==> src/sv/rhrs_pkg.sv <==
package rhrs_pkg;

   localparam int BANKS       = 8;
   localparam int QUEUE_DEPTH = 16;
   localparam int MAX_OUT     = 8;
   localparam int BANK_W      = $clog2(BANKS);
   localparam int POS_W       = $clog2(QUEUE_DEPTH);
   localparam int CNT_W       = POS_W + 1;
   localparam int VISIT_W     = $clog2(BANKS + 1);
   localparam int ISSUE_W     = 4;
   localparam int MEM_DEPTH   = BANKS * QUEUE_DEPTH;
   localparam int MEM_AW      = BANK_W + POS_W;
   localparam int ADDR_W      = 48;
   localparam int CSR_IDX_W   = 2;
   localparam int CSR_DATA_W  = 8;

   localparam logic [CSR_IDX_W-1:0] CSR_ISSUE_LIMIT   = 2'd0;
   localparam logic [CSR_IDX_W-1:0] CSR_HIT_CAP       = 2'd1;
   localparam logic [CSR_IDX_W-1:0] CSR_ROW_SHIFT     = 2'd2;
   localparam logic [CSR_IDX_W-1:0] CSR_LINE_SHIFT    = 2'd3;

   localparam logic KIND_ENQ  = 1'b0;
   localparam logic KIND_TICK = 1'b1;
   localparam logic RES_ENQ   = 1'b0;
   localparam logic RES_ISSUE = 1'b1;

   typedef struct packed {
      logic              kind;
      logic [15:0]       req_id;
      logic [ADDR_W-1:0] address;
      logic              is_write;
      logic [12:0]       num_bytes;
      logic [7:0]        accept_mask;
   } req_type;

   typedef struct packed {
      logic              result_kind;
      logic [15:0]       out_id;
      logic [ADDR_W-1:0] out_address;
      logic              out_write;
      logic [12:0]       out_bytes;
      logic [2:0]        out_bank;
      logic              row_hit;
      logic              queue_full;
      logic              last;
   } rsp_type;

   typedef struct packed {
      logic [ADDR_W-1:0] addr;
      logic [15:0]       id;
      logic              wr;
      logic [12:0]       bytes;
   } entry_type;

   typedef struct packed {
      logic [3:0] issue_limit;
      logic [7:0] hit_cap;
      logic [5:0] row_shift;
      logic [5:0] line_shift;
   } cfg_type;

   typedef struct packed {
      logic              we;
      logic [MEM_AW-1:0] waddr;
      entry_type         wdata;
      logic [MEM_AW-1:0] raddr;
   } mem_req_type;

endpackage

==> src/sv/rhrs_sched.sv <==
module rhrs_sched
   import rhrs_pkg::*;
(
   input  logic        clock,
   input  logic        reset,
   input  cfg_type     cfg,
   input  logic        req_valid,
   output logic        req_ready,
   input  req_type     req_data,
   output logic        rsp_valid,
   input  logic        rsp_ready,
   output rsp_type     rsp_data,
   output mem_req_type mem_req,
   input  entry_type   mem_rdata
);

   typedef enum logic [9:0] {
      S_IDLE  = 10'b0000000001,
      S_ENQ   = 10'b0000000010,
      S_SCAN  = 10'b0000000100,
      S_SRCH  = 10'b0000001000,
      S_OLD   = 10'b0000010000,
      S_OLDW  = 10'b0000100000,
      S_EMIT  = 10'b0001000000,
      S_SHIFT = 10'b0010000000,
      S_NEXT  = 10'b0100000000,
      S_FIN   = 10'b1000000000
   } state_type;

   state_type          state_ff, state_in;
   logic [BANK_W-1:0]  bank_ff, bank_in;
   logic [BANK_W-1:0]  next_bank_ff, next_bank_in;
   logic [VISIT_W-1:0] visit_ff, visit_in;
   logic [ISSUE_W-1:0] issued_ff, issued_in;
   logic [7:0]         mask_ff, mask_in;
   logic [CNT_W-1:0]   cnt_ff [BANKS];
   logic [CNT_W-1:0]   cnt_in [BANKS];
   logic               rvld_ff [BANKS];
   logic               rvld_in [BANKS];
   logic [7:0]         hitc_ff [BANKS];
   logic [7:0]         hitc_in [BANKS];
   logic [ADDR_W-1:0]  orow_ff [BANKS];
   logic [ADDR_W-1:0]  orow_in [BANKS];
   logic [CNT_W-1:0]   rd_pos_ff, rd_pos_in;
   logic               cmp_vld_ff, cmp_vld_in;
   logic [POS_W-1:0]   cmp_pos_ff, cmp_pos_in;
   logic [POS_W-1:0]   pos_ff, pos_in;
   logic [POS_W-1:0]   wpos_ff, wpos_in;
   logic               wvld_ff, wvld_in;
   rsp_type            rec_ff, rec_in;
   rsp_type            pend_ff, pend_in;
   logic               pend_vld_ff, pend_vld_in;
   rsp_type            out_ff, out_in;
   logic               out_vld_ff, out_vld_in;

   logic               out_free;
   logic [CNT_W-1:0]   cur_cnt;
   logic [ADDR_W-1:0]  row_of;
   logic [7:0]         limit;
   logic [BANK_W-1:0]  enq_bank;
   logic               enq_full;
   logic [BANK_W-1:0]  bank_wrap;

   function automatic rsp_type issue_rec(entry_type e, logic [BANK_W-1:0] b, logic hit);
      rsp_type r;
      r             = '0;
      r.result_kind = RES_ISSUE;
      r.out_id      = e.id;
      r.out_address = e.addr;
      r.out_write   = e.wr;
      r.out_bytes   = e.bytes;
      r.out_bank    = 3'(b);
      r.row_hit     = hit;
      return r;
   endfunction

   assign req_ready = (state_ff == S_IDLE);
   assign rsp_valid = out_vld_ff;
   assign rsp_data  = out_ff;
   assign out_free  = !out_vld_ff || rsp_ready;
   assign cur_cnt   = cnt_ff[bank_ff];
   assign row_of    = mem_rdata.addr >> cfg.row_shift;
   assign limit     = (cfg.hit_cap == 8'd0) ? 8'd1 : cfg.hit_cap;
   assign enq_bank  = BANK_W'(req_data.address >> cfg.line_shift);
   assign enq_full  = cnt_ff[enq_bank] >= CNT_W'(QUEUE_DEPTH);
   assign bank_wrap = (bank_ff == BANK_W'(BANKS - 1)) ? '0 : BANK_W'(bank_ff + 1'b1);

   always_comb begin
      state_in     = state_ff;
      bank_in      = bank_ff;
      next_bank_in = next_bank_ff;
      visit_in     = visit_ff;
      issued_in    = issued_ff;
      mask_in      = mask_ff;
      cnt_in       = cnt_ff;
      rvld_in      = rvld_ff;
      hitc_in      = hitc_ff;
      orow_in      = orow_ff;
      rd_pos_in    = rd_pos_ff;
      cmp_vld_in   = cmp_vld_ff;
      cmp_pos_in   = cmp_pos_ff;
      pos_in       = pos_ff;
      wpos_in      = wpos_ff;
      wvld_in      = wvld_ff;
      rec_in       = rec_ff;
      pend_in      = pend_ff;
      pend_vld_in  = pend_vld_ff;
      out_in       = out_ff;
      out_vld_in   = out_vld_ff && !rsp_ready;
      mem_req       = '0;
      mem_req.raddr = {bank_ff, POS_W'(0)};

      unique case (state_ff)
         S_IDLE: begin
            if (req_valid) begin
               if (req_data.kind == KIND_ENQ) begin
                  if (!enq_full) begin
                     mem_req.we          = 1'b1;
                     mem_req.waddr       = {enq_bank, cnt_ff[enq_bank][POS_W-1:0]};
                     mem_req.wdata.addr  = req_data.address;
                     mem_req.wdata.id    = req_data.req_id;
                     mem_req.wdata.wr    = req_data.is_write;
                     mem_req.wdata.bytes = req_data.num_bytes;
                     cnt_in[enq_bank]    = CNT_W'(cnt_ff[enq_bank] + 1'b1);
                  end
                  rec_in             = '0;
                  rec_in.result_kind = RES_ENQ;
                  rec_in.out_id      = req_data.req_id;
                  rec_in.out_bank    = 3'(enq_bank);
                  rec_in.queue_full  = enq_full;
                  rec_in.last        = 1'b1;
                  state_in           = S_ENQ;
               end else begin
                  mask_in   = req_data.accept_mask;
                  bank_in   = next_bank_ff;
                  visit_in  = '0;
                  issued_in = '0;
                  state_in  = S_SCAN;
               end
            end
         end
         S_ENQ: begin
            if (out_free) begin
               out_in     = rec_ff;
               out_vld_in = 1'b1;
               state_in   = S_IDLE;
            end
         end
         S_SCAN: begin
            if (cur_cnt != '0 && mask_ff[3'(bank_ff)]) begin
               if (rvld_ff[bank_ff] && hitc_ff[bank_ff] < limit) begin
                  rd_pos_in  = '0;
                  cmp_vld_in = 1'b0;
                  state_in   = S_SRCH;
               end else begin
                  state_in = S_OLD;
               end
            end else begin
               state_in = S_NEXT;
            end
         end
         S_SRCH: begin
            mem_req.raddr = {bank_ff, rd_pos_ff[POS_W-1:0]};
            if (rd_pos_ff < cur_cnt) begin
               rd_pos_in  = CNT_W'(rd_pos_ff + 1'b1);
               cmp_vld_in = 1'b1;
               cmp_pos_in = rd_pos_ff[POS_W-1:0];
            end else begin
               cmp_vld_in = 1'b0;
            end
            if (cmp_vld_ff) begin
               if (row_of == orow_ff[bank_ff]) begin
                  rec_in           = issue_rec(mem_rdata, bank_ff, 1'b1);
                  pos_in           = cmp_pos_ff;
                  hitc_in[bank_ff] = 8'(hitc_ff[bank_ff] + 1'b1);
                  state_in         = S_EMIT;
               end else if (CNT_W'(cmp_pos_ff) + CNT_W'(1) == cur_cnt) begin
                  state_in = S_OLD;
               end
            end
         end
         S_OLD: begin
            mem_req.raddr = {bank_ff, POS_W'(0)};
            state_in      = S_OLDW;
         end
         S_OLDW: begin
            rec_in           = issue_rec(mem_rdata, bank_ff, 1'b0);
            pos_in           = '0;
            orow_in[bank_ff] = row_of;
            rvld_in[bank_ff] = 1'b1;
            hitc_in[bank_ff] = 8'd1;
            state_in         = S_EMIT;
         end
         S_EMIT: begin
            if (!pend_vld_ff || out_free) begin
               if (pend_vld_ff) begin
                  out_in     = pend_ff;
                  out_vld_in = 1'b1;
               end
               pend_in      = rec_ff;
               pend_vld_in  = 1'b1;
               issued_in    = ISSUE_W'(issued_ff + 1'b1);
               next_bank_in = bank_wrap;
               rd_pos_in    = CNT_W'(pos_ff) + CNT_W'(1);
               wvld_in      = 1'b0;
               state_in     = S_SHIFT;
            end
         end
         S_SHIFT: begin
            if (rd_pos_ff < cur_cnt) begin
               mem_req.raddr = {bank_ff, rd_pos_ff[POS_W-1:0]};
               rd_pos_in     = CNT_W'(rd_pos_ff + 1'b1);
               wvld_in       = 1'b1;
               wpos_in       = POS_W'(rd_pos_ff - 1'b1);
            end else begin
               wvld_in = 1'b0;
            end
            if (wvld_ff) begin
               mem_req.we    = 1'b1;
               mem_req.waddr = {bank_ff, wpos_ff};
               mem_req.wdata = mem_rdata;
            end else if (rd_pos_ff >= cur_cnt) begin
               cnt_in[bank_ff] = CNT_W'(cur_cnt - 1'b1);
               if ((cfg.issue_limit != 4'd0 && issued_ff == cfg.issue_limit) ||
                   issued_ff >= ISSUE_W'(MAX_OUT)) begin
                  state_in = S_FIN;
               end else begin
                  state_in = S_NEXT;
               end
            end
         end
         S_NEXT: begin
            bank_in  = bank_wrap;
            visit_in = VISIT_W'(visit_ff + 1'b1);
            if (visit_ff == VISIT_W'(BANKS - 1)) begin
               state_in = S_FIN;
            end else begin
               state_in = S_SCAN;
            end
         end
         S_FIN: begin
            if (!pend_vld_ff) begin
               state_in = S_IDLE;
            end else if (out_free) begin
               out_in      = pend_ff;
               out_in.last = 1'b1;
               out_vld_in  = 1'b1;
               pend_vld_in = 1'b0;
               state_in    = S_IDLE;
            end
         end
         default: begin
            state_in = S_IDLE;
         end
      endcase
   end

   always_ff @(posedge clock) begin
      if (reset) begin
         state_ff     <= S_IDLE;
         next_bank_ff <= '0;
         out_vld_ff   <= 1'b0;
         pend_vld_ff  <= 1'b0;
         cmp_vld_ff   <= 1'b0;
         wvld_ff      <= 1'b0;
         for (int b = 0; b < BANKS; b++) begin
            cnt_ff[b]  <= '0;
            rvld_ff[b] <= 1'b0;
            hitc_ff[b] <= 8'd1;
         end
      end else begin
         state_ff     <= state_in;
         next_bank_ff <= next_bank_in;
         out_vld_ff   <= out_vld_in;
         pend_vld_ff  <= pend_vld_in;
         cmp_vld_ff   <= cmp_vld_in;
         wvld_ff      <= wvld_in;
         cnt_ff       <= cnt_in;
         rvld_ff      <= rvld_in;
         hitc_ff      <= hitc_in;
      end
      bank_ff    <= bank_in;
      visit_ff   <= visit_in;
      issued_ff  <= issued_in;
      mask_ff    <= mask_in;
      orow_ff    <= orow_in;
      rd_pos_ff  <= rd_pos_in;
      cmp_pos_ff <= cmp_pos_in;
      pos_ff     <= pos_in;
      wpos_ff    <= wpos_in;
      rec_ff     <= rec_in;
      pend_ff    <= pend_in;
      out_ff     <= out_in;
   end

endmodule

==> config.mk <==
export PLATFORM = sky130hd
export DESIGN_NAME = rhrs_sched
export DESIGN_NICKNAME = d
export VERILOG_FILES = /design/src/sv/rhrs_pkg.sv /design/src/sv/rhrs_sched.sv
export SDC_FILE = /design/constraint.sdc
export NUM_CORES = 1
export LEC_CHECK = 0
export BUFFER_PORTS_ARGS = -buffer_cell sky130_fd_sc_hd__buf_4
export CELL_PAD_IN_SITES_DETAIL_PLACEMENT = 1
export CELL_PAD_IN_SITES_GLOBAL_PLACEMENT = 1
export CORE_ASPECT_RATIO = 0.8
export CORE_MARGIN = 2
export CORE_UTILIZATION = 51
export CTS_BUF_LIST = sky130_fd_sc_hd__clkbuf_2
export CTS_CLUSTER_SIZE = 16
export DETAILED_ROUTE_END_ITERATION = 7
export PLACE_DENSITY_LB_ADDON = 0.1
export RECOVER_POWER = 50
export SYNTH_ARGS = -nofsm -noshare
export SYNTH_HDL_FRONTEND = slang
export SYNTH_SLANG_ARGS = --single-unit
==> constraint.sdc <==
create_clock -name clock -period 9.6 [get_ports clock]
set_clock_uncertainty 0.1 [all_clocks]
set_input_delay 1.92 -clock clock [delete_from_list [all_inputs] [get_ports clock]]
set_output_delay 1.92 -clock clock [all_outputs]
set_load 0.005 [all_outputs]
==> flow_metrics.env <==
export IMPL_core_area_mm2=0.0757
export IMPL_maxSlewHeadroom=-1.64
export IMPL_fillers=7815
export IMPL_yosysWarningCount=0
export IMPL_synthArstFlopShare=0
export IMPL_grt_pass1_vias=31600
export IMPL_setup_tns_ns=0
export IMPL_finalSetupViolCount=0
export IMPL_period_share=0.897
export IMPL_detail_route_wl_per_cell_um=30.4
export IMPL_clock_sinks=804
export IMPL_cp_num_buf_inv=3
export IMPL_cts_resized=0
export IMPL_crit_type="primary input to register"
export IMPL_synth_xor_area_frac=0.0125
export IMPL_synth_edf_count=675
export IMPL_min_path_type="register to register"
export IMPL_first_pass_iters=7
export IMPL_tightest_slew_ns=3.96
export IMPL_cap_violations=14
export IMPL_synth_area_mm2=0.0391
export IMPL_synth_commonest_cells="edfxtp_1 (675), nand2_1 (215), nor2_1 (179)"
export IMPL_ys_types=90
export IMPL_synth_top_cell_by_area="edfxtp_1"
export IMPL_timing_fmax_mhz=116
export IMPL_p_seq_frac=0.516
export IMPL_syn_instance_count=3068
export IMPL_synth_area_leaders="edfxtp_1 (52%), dfxtp_1 (6.6%), mux2_2 (4.7%)"
export IMPL_areaGrowthSynthToFinish_pct=14.3
export IMPL_ir_worst_vdd_uv=121
export IMPL_hold_viol_final=0
export IMPL_ys_seq_elements=804
export IMPL_grt_max_degree=118
export IMPL_vias=30600
export IMPL_grt_pass1_wl_um=208000
export IMPL_cp_max_fo=74
export IMPL_layout_setup_ws_ns=0.988
export IMPL_drive_gt1_frac=0.281
export IMPL_synthSimpleGateAreaFrac=0.109
export IMPL_post_route_min_period_ns=8.61
export IMPL_boundaryPins=373
export IMPL_ys_flop_type="edfxtp_1"
export IMPL_grt_setup_unrepaired="false"
export IMPL_die_w_um=314
export IMPL_final_max_slew_violation_count=522
export IMPL_antenna_found_initial=4
export IMPL_synthMuxAreaShare=0.126
export IMPL_insertion_delay_ns=1.49
export IMPL_synth_compound_area_share=0.131
export IMPL_clkTransAtPathRegs_ns=0.10
export IMPL_netlist_area_leader_share=0.519
export IMPL_crit_family="buffers and inverters"
export IMPL_cp_arrival_ns=9.51
export IMPL_drc=0
export IMPL_fp_dieH_um=252
export IMPL_endpoint_kind="register"
export IMPL_synth_seq_area_share=0.585
export IMPL_drtAntennaViolNets=0
export IMPL_dp_hpwl_um=98100
export IMPL_required_ns=10.50
export IMPL_htree_num_levels=4
export IMPL_violations="capacitance limit, slew limit"
export IMPL_leakagePower_nw=16.2
export IMPL_pwr_density_cell_mw_per_mm2=168
export IMPL_root_buffer="clkbuf_2"
export IMPL_cts_tree="built"
export IMPL_holdBufCountCts=0
export IMPL_place_congestion=0.982
export IMPL_switching_share=0.308
export IMPL_start_kind="primary input"
export IMPL_synth_top_family_by_area="compound AO/OA/AOI/OAI gates"
export IMPL_drtIter0Drc=3023
export IMPL_run_status="finished with violations"
export IMPL_viasPerCell=6.55
export IMPL_max_stage_delay_ns=2.13
export IMPL_synthesis_nets=3285
export IMPL_postSynthAreaPerCell_um2=12.7
export IMPL_dpl_worst_slack_ns=1.41
export IMPL_crit_slowest_cell="clkbuf_1"
export IMPL_grt_total_usage=0.355
export IMPL_numCtsBuffers=195
export IMPL_globalRoute_totalOverflow=0
export IMPL_pwr_share_clk=0.314
export IMPL_crit_chain="clkbuf_1 > mux4_2 > mux2_1 > mux2i_1 > o2111ai_1 > xor2_1 > a211o_1 > nor4_2 > nand4_1 > buf_4 > nand3_4 > buf_12"
export IMPL_wl_um=142000
export IMPL_post_cts_buffers=0
export IMPL_p_switching_mw=2.32
export IMPL_p_int_mw=5.21
export IMPL_synthAdderAreaFrac=0.00768
export IMPL_pwr_share_comb=0.171
export IMPL_start_util=0.517
export IMPL_final_nets=3714
export IMPL_synth_most_common_cell="edfxtp_1"
export IMPL_die_area_mm2=0.0789
export IMPL_port_buffers=372
export IMPL_clock_path_buffers=3
export IMPL_rows=90
## through the flow
step / total power, mW / hold WS (ns) / cells / cell area [µm²] / util
6_report: 7.52 / 0.297 / 4667 / 44700 / 0.590
5_1_grt: 7.80 / 0.316 / 4665 / 44700 / 0.590
4_1_cts: 7.55 / 0.280 / 4663 / 44800 / 0.592
3_5_place_dp: 5.21 / 0.333 / 4312 / 42900 / 0.567
3_3_place_gp: 5.17 / 0.327 / 4312 / 42900 / 0.567
2_1_floorplan: 4.66 / 0.322 / 3068 / 39100 / -
## state kept, by name (all words and copies together), names as in the netlist
signal / count
pend_vld_ff: 1
state_ff: 10
cmp_pos_ff: 4
visit_ff: 4
bank_ff: 3
wvld_ff: 1
mask_ff: 8
rvld_ff: 8
rsp_data: 85
rd_pos_ff: 5
pend_ff: 85
rsp_valid: 1
pos_ff: 4
cnt_ff: 40
wpos_ff: 4
rec_ff: 85
issued_ff: 4
next_bank_ff: 3
orow_ff: 384
hitc_ff: 64
cmp_vld_ff: 1
## per-layer routing
metal	part of all wire	GRT usage	routed length [µm]	up-vias
met5	0	0	0	-
met1	0.42	0.480	59200	15800
met3	0.079	0.0720	11300	310
li1	-	-	-	13000
met2	0.47	0.568	66900	1444
met4	0.032	0.134	4570	0
## placed cells by master, fill, tap and decap left out, types with 17 or more instances in the layout
master      n
a21o_1     17
a21oi_1    86
a221oi_1   54
a22o_1     96
a22oi_1    71
and2_0     58
and2_1     32
and3_1     19
buf_4     418
clkbuf_2  293
clkinv_1   38
dfxtp_1   129
edfxtp_1  675
ha_1       24
inv_1      41
mux2_2    154
mux2i_1   133
mux4_2     77
nand2_1   214
nand2b_1   24
nand3_1   149
nand4_1    20
nor2_1    174
nor2b_1    27
nor3_1     41
o211ai_1   23
o21a_1     17
o21ai_0    54
o221ai_1   31
o22ai_1    73
o311ai_1   30
xnor2_1    28
xor2_1     28
## path summary, 6_finish.rpt
check	startpoint	endpoint	slack, ns	depth (start not counted)
max	cfg[6]	rec_ff[24]$_SDFFCE_PP0P_	0.99	12
min	rec_ff[26]$_SDFFCE_PP0P_	pend_ff[26]$_DFFE_PP_	0.30	0
max reg2reg	state_ff[6]$_SDFFE_PP0P_	rec_ff[73]$_DFFE_PP_	1.51	9
min reg2reg	rec_ff[26]$_SDFFCE_PP0P_	pend_ff[26]$_DFFE_PP_	0.30	0
## power groups by stage
stage | registers, mW | clock network (mW) | logic (mW)
finish | 3.88 | 2.36 | 1.29
detailed placement | 3.96 | 0 | 1.25
floorplan | 3.95 | 0 | 0.708
global route | 3.88 | 2.57 | 1.34
CTS | 3.88 | 2.41 | 1.26
global placement | 3.95 | 0 | 1.22
## area by class of cell
class	instances	area, µm²	area share
sequential	804	22900	0.511
multi-input combinational	2002	15200	0.340
timing repair buffer	445	3330	0.0746
clock buffer	293	1470	0.0328
tap	1012	1270	0.0283
clock inverter	58	369	0.00826
inverter	49	186	0.00417
antenna	4	10.0	0.000224
## logic make-up (layout without fill, tap and decap cells)
| logic type | count (synthesis) | in the layout |
|---|---|---|
| and+or+nand+nor | 856 | 856 |
| DFF | 804 | 804 |
| AOI/OAI and AO/OA | 692 | 692 |
| muxes | 374 | 374 |
| buffers and inverters | 262 | 845 |
| xor gates and xnor gates | 56 | 56 |
| adders and majority gates | 24 | 24 |
| other | 0 | 4 |
(Power assumes the default switching activity.)
